## src/hdl/sdes_pkg.sv

```systemverilog
// Shared types, register indexes and S-DES permutation/substitution functions.
// Used by the core, the top level, the checker and tb_top; depends on nothing else.
package sdes_pkg;

    localparam int KEY_W   = 10;
    localparam int BYTE_W  = 8;
    localparam int NIB_W   = 4;
    localparam int HALF_W  = 5;
    localparam int CFG_IDX_W  = 2;
    localparam int CFG_DATA_W = KEY_W;

    localparam logic [CFG_IDX_W-1:0] CFG_CIPHER_KEY  = 2'd0;
    localparam logic [CFG_IDX_W-1:0] CFG_CHAIN_MODE  = 2'd1;
    localparam logic [CFG_IDX_W-1:0] CFG_DECRYPT     = 2'd2;
    localparam logic [CFG_IDX_W-1:0] CFG_INIT_VECTOR = 2'd3;

    typedef struct packed {
        logic [BYTE_W-1:0] k_first;
        logic [BYTE_W-1:0] k_second;
    } sdes_keys_t;

    // row 0 and column 0 sit in the top bits
    localparam logic [0:3][0:3][1:0] SBOX0 = {
        {2'd1, 2'd0, 2'd3, 2'd2},
        {2'd3, 2'd2, 2'd1, 2'd0},
        {2'd0, 2'd2, 2'd1, 2'd3},
        {2'd3, 2'd1, 2'd3, 2'd2}
    };
    localparam logic [0:3][0:3][1:0] SBOX1 = {
        {2'd0, 2'd1, 2'd2, 2'd3},
        {2'd2, 2'd0, 2'd1, 2'd3},
        {2'd3, 2'd0, 2'd1, 2'd0},
        {2'd2, 2'd1, 2'd0, 2'd3}
    };

    function automatic logic [KEY_W-1:0] perm_p10(input logic [KEY_W-1:0] k);
        return {k[7], k[5], k[8], k[3], k[6], k[0], k[9], k[1], k[2], k[4]};
    endfunction

    function automatic logic [BYTE_W-1:0] perm_p8(input logic [KEY_W-1:0] k);
        return {k[4], k[7], k[3], k[6], k[2], k[5], k[0], k[1]};
    endfunction

    function automatic logic [BYTE_W-1:0] perm_ip(input logic [BYTE_W-1:0] x);
        return {x[6], x[2], x[5], x[7], x[4], x[0], x[3], x[1]};
    endfunction

    function automatic logic [BYTE_W-1:0] perm_ipi(input logic [BYTE_W-1:0] x);
        return {x[4], x[7], x[5], x[3], x[1], x[6], x[0], x[2]};
    endfunction

    function automatic logic [1:0] sbox_look(input logic sel, input logic [NIB_W-1:0] a);
        logic [1:0] row;
        logic [1:0] col;
        row = {a[3], a[0]};
        col = {a[2], a[1]};
        return sel ? SBOX1[row][col] : SBOX0[row][col];
    endfunction

    // One Feistel round: expand right nibble, mix key, substitute, P4, fold into left.
    function automatic logic [BYTE_W-1:0] round_fk(input logic [BYTE_W-1:0] x,
                                                   input logic [BYTE_W-1:0] sk);
        logic [NIB_W-1:0]  r;
        logic [BYTE_W-1:0] e;
        logic [NIB_W-1:0]  s;
        logic [NIB_W-1:0]  p;
        r = x[3:0];
        e = {r[0], r[3], r[2], r[1], r[2], r[1], r[0], r[3]} ^ sk;
        s = {sbox_look(1'b0, e[7:4]), sbox_look(1'b1, e[3:0])};
        p = {s[2], s[0], s[1], s[3]};
        return {x[7:4] ^ p, r};
    endfunction

    function automatic sdes_keys_t make_subkeys(input logic [KEY_W-1:0] key);
        logic [KEY_W-1:0]  k;
        logic [HALF_W-1:0] hi;
        logic [HALF_W-1:0] lo;
        sdes_keys_t        ks;
        k  = perm_p10(key);
        hi = {k[8:5], k[9]};
        lo = {k[3:0], k[4]};
        ks.k_first = perm_p8({hi, lo});
        hi = {hi[2:0], hi[4:3]};
        lo = {lo[2:0], lo[4:3]};
        ks.k_second = perm_p8({hi, lo});
        return ks;
    endfunction

endpackage

```

## src/hdl/sdes_core.sv

```systemverilog
// Single-pass S-DES block transform: IP, round, swap, round, inverse IP.
// Depends on sdes_pkg for the permutation and round functions.
module sdes_core (
    input  logic [sdes_pkg::BYTE_W-1:0] data_in,
    input  sdes_pkg::sdes_keys_t        keys,
    output logic [sdes_pkg::BYTE_W-1:0] data_out
);
    import sdes_pkg::*;

    logic [BYTE_W-1:0] after_ip;
    logic [BYTE_W-1:0] after_r1;
    logic [BYTE_W-1:0] after_r2;

    always_comb begin
        after_ip = perm_ip(data_in);
        after_r1 = round_fk(after_ip, keys.k_first);
        // swap nibbles between rounds
        after_r2 = round_fk({after_r1[3:0], after_r1[7:4]}, keys.k_second);
        data_out = perm_ipi(after_r2);
    end

endmodule

```

## src/hdl/sdes_byte_cipher_ecb_cbc.sv

```systemverilog
// Top level of the S-DES byte cipher with ECB and CBC modes.
// Depends on sdes_pkg and sdes_core.

// One byte in, one byte out, one transaction per clock sustained while
// m_ready keeps the result register free. A byte waits in the input
// register, passes the two cipher rounds and the chaining XOR as one
// combinational pass, and lands in the result register, which raises
// m_valid. The one-per-clock rate holds because the CBC chain loop,
// from the chain register through both rounds and back, holds no
// register but the chain register itself. Subkeys are derived
// when cipher_key is written and held in registers. Configuration writes
// take effect at once and belong to idle periods between messages; a byte
// with s_start_of_message set reloads the chain from init_vector first.
// The chain always follows the ciphertext, in ECB mode too, so switching
// to CBC mid-stream chains on from the last ciphertext byte.
module sdes_byte_cipher_ecb_cbc (
    input  logic                              aclk,
    input  logic                              aresetn,
    // configuration write port
    input  logic                              cfg_we,
    input  logic [sdes_pkg::CFG_IDX_W-1:0]    cfg_index,
    input  logic [sdes_pkg::CFG_DATA_W-1:0]   cfg_wdata,
    // input channel
    input  logic                              s_valid,
    output logic                              s_ready,
    input  logic [sdes_pkg::BYTE_W-1:0]       s_data_byte,
    input  logic                              s_start_of_message,
    // result channel
    output logic                              m_valid,
    input  logic                              m_ready,
    output logic [sdes_pkg::BYTE_W-1:0]       m_result_byte
);
    import sdes_pkg::*;

    // configuration state
    sdes_keys_t        keys_reg;
    logic              chain_mode_reg;
    logic              decrypt_reg;
    logic [BYTE_W-1:0] init_vector_reg;

    // input register
    logic              in_valid_reg;
    logic [BYTE_W-1:0] in_data_reg;
    logic              in_som_reg;

    // result register and chain
    logic              out_valid_reg;
    logic [BYTE_W-1:0] out_data_reg;
    logic [BYTE_W-1:0] chain_reg;

    logic              advance;
    logic [BYTE_W-1:0] chain_base;
    logic [BYTE_W-1:0] cipher_in;
    logic [BYTE_W-1:0] cipher_out;
    logic [BYTE_W-1:0] result_next;
    logic [BYTE_W-1:0] chain_next;
    sdes_keys_t        round_keys;

    // Result register frees up when empty or being drained this cycle.
    assign advance = !out_valid_reg || m_ready;
    assign s_ready = !in_valid_reg || advance;

    assign m_valid       = out_valid_reg;
    assign m_result_byte = out_data_reg;

    always_comb begin
        // reload chain at message start, ahead of this byte
        chain_base = in_som_reg ? init_vector_reg : chain_reg;
        // decryption runs the subkeys in reverse order
        round_keys.k_first  = decrypt_reg ? keys_reg.k_second : keys_reg.k_first;
        round_keys.k_second = decrypt_reg ? keys_reg.k_first  : keys_reg.k_second;
        // CBC encrypt: whiten plaintext with the chain before the rounds
        cipher_in = (chain_mode_reg && !decrypt_reg) ? (in_data_reg ^ chain_base)
                                                     : in_data_reg;
    end

    sdes_core u_core (
        .data_in  (cipher_in),
        .keys     (round_keys),
        .data_out (cipher_out)
    );

    always_comb begin
        // CBC decrypt: unwhiten after the rounds
        result_next = (chain_mode_reg && decrypt_reg) ? (cipher_out ^ chain_base)
                                                      : cipher_out;
        // chain follows the ciphertext side in either direction
        chain_next = decrypt_reg ? in_data_reg : cipher_out;
    end

    // control and configuration state
    always_ff @(posedge aclk) begin
        if (!aresetn) begin
            keys_reg        <= make_subkeys('0);
            chain_mode_reg  <= 1'b0;
            decrypt_reg     <= 1'b0;
            init_vector_reg <= '0;
            in_valid_reg    <= 1'b0;
            out_valid_reg   <= 1'b0;
            chain_reg       <= '0;
        end else begin
            if (cfg_we) begin
                case (cfg_index)
                    CFG_CIPHER_KEY:  keys_reg        <= make_subkeys(cfg_wdata[KEY_W-1:0]);
                    CFG_CHAIN_MODE:  chain_mode_reg  <= cfg_wdata[0];
                    CFG_DECRYPT:     decrypt_reg     <= cfg_wdata[0];
                    CFG_INIT_VECTOR: init_vector_reg <= cfg_wdata[BYTE_W-1:0];
                    default: ;
                endcase
            end
            if (s_ready) begin
                in_valid_reg <= s_valid;
            end
            if (advance) begin
                out_valid_reg <= in_valid_reg;
                if (in_valid_reg) begin
                    chain_reg <= chain_next;
                end
            end
        end
    end

    // payload registers
    always_ff @(posedge aclk) begin
        if (s_valid && s_ready) begin
            in_data_reg <= s_data_byte;
            in_som_reg  <= s_start_of_message;
        end
        if (advance && in_valid_reg) begin
            out_data_reg <= result_next;
        end
    end

endmodule

```

## config.mk

```make
export PLATFORM = sky130hd
export DESIGN_NAME = sdes_byte_cipher_ecb_cbc
export DESIGN_NICKNAME = d
export VERILOG_FILES = /design/src/hdl/sdes_pkg.sv /design/src/hdl/sdes_core.sv /design/src/hdl/sdes_byte_cipher_ecb_cbc.sv
export SDC_FILE = /design/constraint.sdc
export NUM_CORES = 1
export LEC_CHECK = 0
export BUFFER_PORTS_ARGS = -buffer_cell sky130_fd_sc_hd__buf_2
export CORE_MARGIN = 3
export CORE_UTILIZATION = 60
export DETAILED_ROUTE_END_ITERATION = 16
export PLACE_DENSITY = 0.9
export SYNTH_ARGS = -nofsm -noshare
export SYNTH_HDL_FRONTEND = slang
export SYNTH_HIERARCHICAL = 1
export SYNTH_SLANG_ARGS = --single-unit
```

## constraint.sdc

```tcl
create_clock -name aclk -period 8.7 [get_ports aclk]
set_input_delay 2.61 -clock aclk [delete_from_list [all_inputs] [get_ports aclk]]
set_output_delay 2.61 -clock aclk [all_outputs]
set_load 0.01 [all_outputs]
```

==> results.sh, run 1 <==
export IMPL_fmax_mhz=174
export IMPL_required_ps=6090
export IMPL_yosysTopAreaCell="dfxtp_1"
export IMPL_path_max_fanout=3
export IMPL_post_cts_buffers=0
export IMPL_antenna_found_initial=0
export IMPL_drive_gt1_share_pct=19.8
export IMPL_status="completed"
export IMPL_routedWlPerCell_um=15.3
export IMPL_finalSetupViolations=0
export IMPL_clockRootBuffer="clkbuf_8"
export IMPL_clk_latency_ps=310
export IMPL_synth_area_um2=2990
export IMPL_grt_first_pass_wirelength_um=9800
export IMPL_synth_edf_count=17
export IMPL_cts_hold_buf=0
export IMPL_post_route_period_util_pct=66.2
export IMPL_finalNetCount=350
export IMPL_core_um2=4750
export IMPL_fin_cells=385
export IMPL_die_y_um=76.5
export IMPL_numClockSinks=47
export IMPL_synthTopCellsByArea="dfxtp_1, edfxtp_1, mux2i_1"
export IMPL_async_flop_share_pct=0
export IMPL_synth_top_family_by_area="multiplexers"
export IMPL_fin_tns_setup_ps=0
export IMPL_ios=36
export IMPL_largest_reg_flops=10
export IMPL_h_tree_depth=2
export IMPL_clk_pin_slew_ps=80
export IMPL_hpwlAfterDp_um=4490
export IMPL_synth_yosys_seq_area_share_pct=37.2
export IMPL_netlist_area_leader_share_pct=20.1
export IMPL_die_w_um=76.5
export IMPL_cap_violations=0
export IMPL_cts_tree="yes"
export IMPL_hp_class="register to register"
export IMPL_cp_start_kind="primary input"
export IMPL_crit_path_end_kind="output port"
export IMPL_fin_ws_ps=2940
export IMPL_p_leak_uw=0.00148
export IMPL_antenna_cells=0
export IMPL_powerDensity_nw_per_um2=178
export IMPL_synth_warning_count=6
export IMPL_slew_headroom_pct=33.2
export IMPL_syn2layout_area_growth_pct=9.05
export IMPL_cts_path_max_buffers=2
export IMPL_place_gp_congestion=0.907
export IMPL_remaining_drc_errors=0
export IMPL_r2r_setup_slack_ps=4030
export IMPL_hold_viol=0
export IMPL_synth_cell_type_count=45
export IMPL_synthXorXnorAreaFrac_pct=15.7
export IMPL_worstMarginPinSlew_ps=998
export IMPL_final_util_pct=68.5
export IMPL_grt_pass1_vias=2014
export IMPL_hold_path_depth=1
export IMPL_cts_made_buffers=5
export IMPL_yosys_area_share_simple_pct=15.7
export IMPL_ant_nets=0
export IMPL_io_buffers=35
export IMPL_pre_cts_slack_ps=2940
export IMPL_firstDrtPassIters=4
export IMPL_arrival_ps=3150
export IMPL_synth_nets=319
export IMPL_r2r_cells=18
export IMPL_fp_dieArea_um2=5860
export IMPL_grt_usage_pct=21.3
export IMPL_yosysMostFrequentCell="mux2i_1"
export IMPL_yosys_register_bits=47
export IMPL_period_minus_slack_ps=5760
export IMPL_rsz0062_at_grt="false"
export IMPL_ys_flop_type="dfxtp_1"
export IMPL_cts_resized=0
export IMPL_totalWireLength_um=5900
export IMPL_dp_cells=377
export IMPL_syn_avg_cell_area_um2=10.4
export IMPL_finalMaxSlewViolations=0
export IMPL_num_vias=2107
export IMPL_drt_iter0_markers=148
export IMPL_grt_max_degree=31
export IMPL_ir_worst_vdd_mv=0.116
export IMPL_grt_overflow=0
export IMPL_synth_top_cells_by_count="mux2i_1, dfxtp_1, xor2_1, nand2_1, nor2b_1"
export IMPL_initial_core_util_pct=62.8
export IMPL_synth_mux_area_share_pct=16.8
export IMPL_vias_per_cell=5.47
export IMPL_fp_row_count=25
export IMPL_path_class="primary input to output port"
export IMPL_finalClockSkew_ps=11.5
export IMPL_synthAdderAreaFrac_pct=2.93
export IMPL_synthCells=286
export IMPL_synth_compound_gate_area_share_pct=7.12
[layer usage]
layer | routed length, um | share of wire (%) | GRT usage (%) | up-vias
met4 | 152 | 2.6 | 9.60 | 0
met5 | 0 | 0 | 0 | -
met1 | 2650 | 45 | 28.9 | 1000
met2 | 2770 | 47 | 33.2 | 58
met3 | 329 | 5.6 | 3.66 | 13
li1 | - | - | - | 1036
[critical path, cell delays in order]
cell and delay, ps:
buf_2 100, and2b_2 220, nand2_1 60, buf_2 160
[stage by stage]
| stage | instance area (um^2) | hold WS (ps) | power [uW] |
|---|---|---|---|
| 2_1_floorplan | 2990 | 471 | 407 |
| 5_1_grt | 3260 | 523 | 613 |
| 4_1_cts | 3260 | 507 | 583 |
| 6_report | 3260 | 502 | 581 |
| 3_3_place_gp | 3170 | 478 | 442 |
| 3_5_place_dp | 3170 | 487 | 451 |
[path summary, 6_finish.rpt]
path           startpoint      endpoint
min reg2reg  chain_reg[3]  chain_reg[3]
min          chain_reg[3]  chain_reg[3]
max reg2reg    in_som_reg  chain_reg[2]
max               m_ready       s_ready
[power breakdown]
group | total (uW) | internal, uW | switching, uW
registers | 256 | 248 | 8.65
clock network | 133 | 57.0 | 76.2
logic | 191 | 84.7 | 107
[final cells by class]
class / instances / area, um^2
multi-input cells: 213 / 1740
fillers: 363 / 1500
flip-flops and latches: 47 / 1110
repair buffers: 36 / 183
well taps: 67 / 83.8
clock buffers: 6 / 72.6
inverters: 14 / 53.8
clock inverters: 2 / 12.5
[cells by family after synthesis]
kind of cell    after synthesis
mux                          48
fa+ha+maj                     7
flops                        47
xor+xnor                     48
buf+inv                      26
simple gates                 87
compound gates               23
[cell usage in the layout (no fill, tap or decap), types with 2 or more instances in the layout]
master    Yosys  layout
nand2_1      23      23
o211a_1       8       8
nand3_2       2       2
xor2_2        3       3
xor2_1       24      24
nand3b_1      2       2
nor2b_1      21      21
ha_1          7       7
nand2b_1      7       7
edfxtp_1     17      17
mux2i_1      44      44
nor2_1       17      17
xnor2_1      19      19
mux2_2        2       2
dfxtp_1      30      30
clkbuf_8      0       5
nand3_1       8       8
inv_1        13      13
o21ai_0       2       2
buf_2         2      35
a211oi_1      3       3
(Power assumes the default switching activity.)
==> run 2: changes to the inputs <==
--- a/config.mk
+++ b/config.mk
@@ -5,11 +5,12 @@
 export SDC_FILE = /design/constraint.sdc
 export NUM_CORES = 1
 export LEC_CHECK = 0
+export ABC_AREA = 1
 export BUFFER_PORTS_ARGS = -buffer_cell sky130_fd_sc_hd__buf_2
 export CORE_MARGIN = 3
 export CORE_UTILIZATION = 60
 export DETAILED_ROUTE_END_ITERATION = 16
-export PLACE_DENSITY = 0.9
+export PLACE_DENSITY = 0.89
 export SYNTH_ARGS = -nofsm -noshare
 export SYNTH_HDL_FRONTEND = slang
 export SYNTH_HIERARCHICAL = 1
==> constraint.sdc (replaced) <==
create_clock -name aclk -period 6.05 [get_ports aclk]
set_input_delay 1.815 -clock aclk [delete_from_list [all_inputs] [get_ports aclk]]
set_output_delay 1.815 -clock aclk [all_outputs]
set_load 0.01 [all_outputs]
==> results.sh, run 2 <==
export IMPL_status="completed"
export IMPL_path_max_fanout=22
export IMPL_placed_area_um2=3630
export IMPL_die_w_um=82.3
export IMPL_io_buffers=35
export IMPL_arrival_ps=4150
export IMPL_synthTopCellsByArea="nand2_1, dfxtp_1, edfxtp_1"
export IMPL_totalWireLength_um=7840
export IMPL_largest_reg_flops=10
export IMPL_grt_first_pass_wirelength_um=12800
export IMPL_yosysMostFrequentCell="nand2_1"
export IMPL_clockRootBuffer="clkbuf_8"
export IMPL_mostFrequentLayoutCells="nand2_1, inv_1, nand3_1, nor2_1, buf_2"
export IMPL_routedWlPerCell_um=12.8
export IMPL_synth_warning_count=6
export IMPL_drive_gt1_share_pct=16.1
export IMPL_period_minus_slack_ps=4080
export IMPL_grt_max_degree=23
export IMPL_rsz0062_at_grt="false"
export IMPL_dp_cells=605
export IMPL_antenna_cells=0
export IMPL_fin_tns_setup_ps=0
export IMPL_grt_pass1_vias=2972
export IMPL_cp_start_kind="register"
export IMPL_syn2layout_area_growth_pct=6.92
export IMPL_place_gp_congestion=0.876
export IMPL_async_flop_share_pct=0
export IMPL_num_vias=3274
export IMPL_ant_nets=0
export IMPL_numClockSinks=47
export IMPL_fmax_mhz=245
export IMPL_hp_class="register to register"
export IMPL_clk_pin_slew_ps=90
export IMPL_worstMarginPinSlew_ps=727
export IMPL_powerDensity_nw_per_um2=240
export IMPL_grt_usage_pct=24.4
export IMPL_netlist_area_leader_share_pct=20.1
export IMPL_path_class="register to register"
export IMPL_r2r_setup_slack_ps=1970
export IMPL_fp_dieArea_um2=6770
export IMPL_synth_edf_count=17
export IMPL_cts_resized=0
export IMPL_synth_cell_type_count=33
export IMPL_remaining_drc_errors=0
export IMPL_die_y_um=82.3
export IMPL_slew_headroom_pct=51.0
export IMPL_post_route_period_util_pct=67.4
export IMPL_clk_latency_ps=310
export IMPL_hpwlAfterDp_um=6150
export IMPL_antenna_found_initial=0
export IMPL_crit_path_end_kind="register"
export IMPL_hold_viol=0
export IMPL_fin_cells=613
export IMPL_cts_hold_buf=0
export IMPL_hold_ws_ps=481
export IMPL_final_common_cell="nand2_1"
export IMPL_required_ps=6120
export IMPL_yosysTopAreaCell="nand2_1"
export IMPL_fin_area_um2=3730
export IMPL_core_um2=5570
export IMPL_yosys_register_bits=47
export IMPL_finalNetCount=573
export IMPL_p_leak_uw=0.00179
export IMPL_finalMaxSlewViolations=0
export IMPL_fp_row_count=27
export IMPL_synth_area_um2=3490
export IMPL_synth_nets=547
export IMPL_cts_tree="yes"
export IMPL_vias_per_cell=5.34
export IMPL_synth_yosys_seq_area_share_pct=31.9
export IMPL_finalSetupViolations=0
export IMPL_fin_total_pwr_uw=897
export IMPL_synth_top_cells_by_count="nand2_1, inv_1, nand3_1, nor2_1, dfxtp_1"
export IMPL_ios=36
export IMPL_synthCells=514
export IMPL_drt_iter0_markers=317
export IMPL_cap_violations=0
export IMPL_ir_worst_vdd_mv=0.177
export IMPL_h_tree_depth=2
export IMPL_firstDrtPassIters=5
export IMPL_post_cts_buffers=0
export IMPL_cts_path_max_buffers=2
export IMPL_syn_avg_cell_area_um2=6.79
export IMPL_ys_flop_type="dfxtp_1"
export IMPL_grt_overflow=0
export IMPL_cts_made_buffers=5
export IMPL_finalClockSkew_ps=7.15
export IMPL_initial_core_util_pct=62.6
## run 2: cell count changes after synthesis, moves of 9 or more
| cell | delta |
|---|---|
| nor2_1 | +23 |
| nand2_1 | +164 |
| xnor2_1 | -15 |
| o21ai_0 | +24 |
| nand3b_1 | +10 |
| inv_1 | +45 |
| a21oi_1 | +9 |
| nor2b_1 | -21 |
| nand2_2 | +12 |
| mux2i_1 | -44 |
| xor2_1 | -23 |
| nand3_1 | +35 |
## run 2: final timing paths
kind,start,end,cells past startpoint
setup / recovery,decrypt_reg,m_result_byte[2],24
hold reg to reg,init_vector_reg[0],init_vector_reg[0],2
hold / removal,init_vector_reg[0],init_vector_reg[0],2
setup reg to reg,decrypt_reg,m_result_byte[2],24
## run 2: power by group
group | internal [uW] | switching (uW) | total (uW)
clock | 85.6 | 114 | 199
combinational | 119 | 211 | 330
sequential | 354 | 13.3 | 368
total | 559 | 338 | 897
## run 2: logic make-up after synthesis
logic type | count (synthesis) | synth area share, %
buf+inv | 84 | 10.9
fa+ha+maj | 7 | 2.51
flops | 47 | 31.9
compound gates | 45 | 6.78
simple gates | 318 | 42.0
xor+xnor | 13 | 5.99
## run 2: stage by stage
stage | utilization [%] | setup slack, ps
2_1_floorplan | - | 2240
3_3_place_gp | 65.2 | 2030
3_5_place_dp | 65.2 | 1990
4_1_cts | 66.9 | 1990
5_1_grt | 66.9 | 1640
6_report | 66.9 | 1970
## run 2: final cells by class
cell class                 instances  area, um^2
inverter                          67         251
fill                             499        1840
tap                               72        90.1
sequential                        47        1110
timing repair buffer              36         183
clock buffer                       5        68.8
multi-input combinational        383        2000
clock inverter                     3        27.5
## run 2: worst max-delay path: stages (launching register included)
cell and delay [ps]:
dfxtp_1 700, buf_4 390, nor2_8 110, nand2_1 80, nand2_1 50, nand2_1 280, inv_2 100, nand2_1 80
nand2_1 110, ha_1 300, nand3b_1 160, nand3_1 110, nand3_2 110, nand2_2 140, nand2_1 70, nand2_1 150
ha_1 250, nand3_1 120, nand3b_4 80, nand2_1 60, nand2_1 50, nand2_1 110, nand3_1 90, nand2_1 90
inv_1 50
## run 2: routing by layer
layer	GRT usage (%)	share of wire, %
met5	0	0
met4	9.14	2.9
met3	4.01	6.2
met2	41.6	49
met1	30.8	42
==> run 3: changes to the inputs <==
--- a/config.mk
+++ b/config.mk
@@ -8,9 +8,9 @@
 export ABC_AREA = 1
 export BUFFER_PORTS_ARGS = -buffer_cell sky130_fd_sc_hd__buf_2
 export CORE_MARGIN = 3
-export CORE_UTILIZATION = 60
+export CORE_UTILIZATION = 54
 export DETAILED_ROUTE_END_ITERATION = 16
-export PLACE_DENSITY = 0.89
+export PLACE_DENSITY = 0.85
 export SYNTH_ARGS = -nofsm -noshare
 export SYNTH_HDL_FRONTEND = slang
 export SYNTH_HIERARCHICAL = 1
==> constraint.sdc (replaced) <==
create_clock -name aclk -period 3.3 [get_ports aclk]
set_input_delay 0.99 -clock aclk [delete_from_list [all_inputs] [get_ports aclk]]
set_output_delay 0.99 -clock aclk [all_outputs]
set_load 0.01 [all_outputs]
==> results.sh, run 3 (same netlist as run 2, synthesis figures left out) <==
export IMPL_fmax_mhz=304
export IMPL_r2r_cells=24
export IMPL_largest_reg_flops=10
export IMPL_hold_path_depth=2
export IMPL_min_from="init_vector_reg[5]"
export IMPL_num_vias=3509
export IMPL_finalMaxSlewViolations=0
export IMPL_r2r_end="m_result_byte[7]"
export IMPL_h_tree_depth=2
export IMPL_place_gp_congestion=0.949
export IMPL_initial_core_util_pct=57.2
export IMPL_syn2layout_area_growth_pct=22.2
export IMPL_numClockSinks=47
export IMPL_fin_tns_setup_ps=0
export IMPL_ios=36
export IMPL_cap_violations=0
export IMPL_io_buffers=35
export IMPL_crit_path_end_kind="register"
export IMPL_cts_made_buffers=5
export IMPL_rsz0062_at_grt="true"
export IMPL_grt_max_degree=24
export IMPL_totalWireLength_um=9330
export IMPL_final_common_cell="nand2_1"
export IMPL_clk_latency_ps=320
export IMPL_rr_startpoint="in_som_reg"
export IMPL_period_minus_slack_ps=3290
export IMPL_hold_ws_ps=495
export IMPL_fillers=459
export IMPL_grt_overflow=0
export IMPL_ir_worst_vdd_mv=0.335
export IMPL_required_ps=3390
export IMPL_slew_headroom_pct=47.0
export IMPL_hp_class="register to register"
export IMPL_finalSetupViolations=0
export IMPL_grt_usage_pct=22.8
export IMPL_r2r_setup_slack_ps=9
export IMPL_drt_iter0_markers=251
export IMPL_firstDrtPassIters=8
export IMPL_antenna_found_initial=0
export IMPL_dp_cells=628
export IMPL_die_w_um=86.4
export IMPL_mostFrequentLayoutCells="nand2_1, inv_1, nand2_2, nor2_1, buf_2"
export IMPL_final_util_pct=70.0
export IMPL_grt_first_pass_wirelength_um=13400
export IMPL_worstMarginPinSlew_ps=787
export IMPL_remaining_drc_errors=0
export IMPL_hold_path_end="init_vector_reg[5]"
export IMPL_die_y_um=86.4
export IMPL_p_leak_uw=0.00202
export IMPL_cts_tree="yes"
export IMPL_arrival_ps=3380
export IMPL_drive_gt1_share_pct=30.7
export IMPL_cts_hold_buf=0
export IMPL_vias_per_cell=5.42
export IMPL_finalNetCount=605
export IMPL_clk_pin_slew_ps=100
export IMPL_fp_dieArea_um2=7460
export IMPL_post_route_period_util_pct=99.7
export IMPL_path_max_fanout=5
export IMPL_cts_path_max_buffers=2
export IMPL_fin_cells=648
export IMPL_antenna_cells=0
export IMPL_ant_nets=0
export IMPL_core_um2=6100
export IMPL_cp_start_kind="register"
export IMPL_routedWlPerCell_um=14.4
export IMPL_grt_pass1_vias=2990
export IMPL_powerDensity_nw_per_um2=442
export IMPL_path_class="register to register"
export IMPL_hpwlAfterDp_um=6490
export IMPL_hold_viol=0
export IMPL_finalClockSkew_ps=12.2
export IMPL_fp_row_count=28
export IMPL_status="completed"
export IMPL_clockRootBuffer="clkbuf_8"
## run 3: cell count changes in the layout (fill, tap and decap cells not counted), moves of 2 or more
cell	before	now
ha_4	0	2
nand3_2	8	14
nand2_1	187	150
nand2_2	12	41
ha_1	7	4
buf_6	0	3
inv_1	58	53
nand3_1	43	34
buf_4	1	29
nand2_4	5	13
inv_2	7	12
nand3_4	0	3
## run 3: per-stage QoR
stage	total power (uW)	setup slack, ps	instance area, um^2
detailed placement	1330	-109	3800
global placement	1300	21.4	3800
floorplan	1160	186	3490
finish	1890	8.56	4260
CTS	1760	9.25	3950
global route	2000	-185	4260
## run 3: worst max-delay path by stage
| stage | from | endpoint | slack (ps) | cells after the start |
|---|---|---|---|---|
| 6_report | in_som_reg | m_result_byte[7] | 9 | 24 |
| 5_1_grt | in_som_reg | m_result_byte[7] | -180 | 24 |
| 4_1_cts | in_som_reg | m_result_byte[7] | 9 | 28 |
| 3_5_place_dp | in_som_reg | m_result_byte[7] | -110 | 26 |
| 3_3_place_gp | in_som_reg | m_result_byte[7] | 20 | 26 |
| 2_1_floorplan | in_som_reg | m_result_byte[7] | 190 | 28 |
## run 3: worst max-delay path: stages, from the launching register on
cell      delay (ps)
edfxtp_1         470
inv_2            180
buf_4            140
buf_4            100
buf_4            100
buf_4            100
nand2_1           50
nand2_1          140
nand2_1           90
nand2_1           80
nand2_1          110
nand3b_1         280
nand2_2          120
nand2_1           80
nand2_2          120
ha_4             200
or2_0            200
nand2_1           80
nand2_2           60
nand3_1          100
nand2_2           80
inv_2             70
nand2_1           60
nand2_2           60
inv_1             30
## run 3: layout make-up
cell class	count	area, um^2	area share, %
clock inverter	3	47.5	1.12
timing repair buffer	68	447	10.5
tap	75	93.8	2.20
clock buffer	5	68.8	1.61
sequential	47	1110	26.1
inverter	67	251	5.90
multi-input combinational	383	2240	52.6
## run 3: layer usage
| metal | GRT usage [%] | share of wire [%] | up-vias |
|---|---|---|---|
| li1 | - | - | 1738 |
| met4 | 8.64 | 4.1 | 0 |
| met2 | 38.7 | 49 | 162 |
| met1 | 28.7 | 40 | 1557 |
| met5 | 0 | 0 | - |
| met3 | 4.28 | 7.1 | 52 |
## run 3: report_power, final
part / total (uW) / internal [uW] / switching (uW)
combinational: 771 / 304 / 467
sequential: 674 / 650 / 24.0
clock: 442 / 230 / 212
## run 3: timing repair
item,CTS,global route
pin swaps,3,35
gates resized for setup,6,66
endpoints found under the hold margin,0,0
setup buffers,2,10
endpoints found under the setup margin,2,8
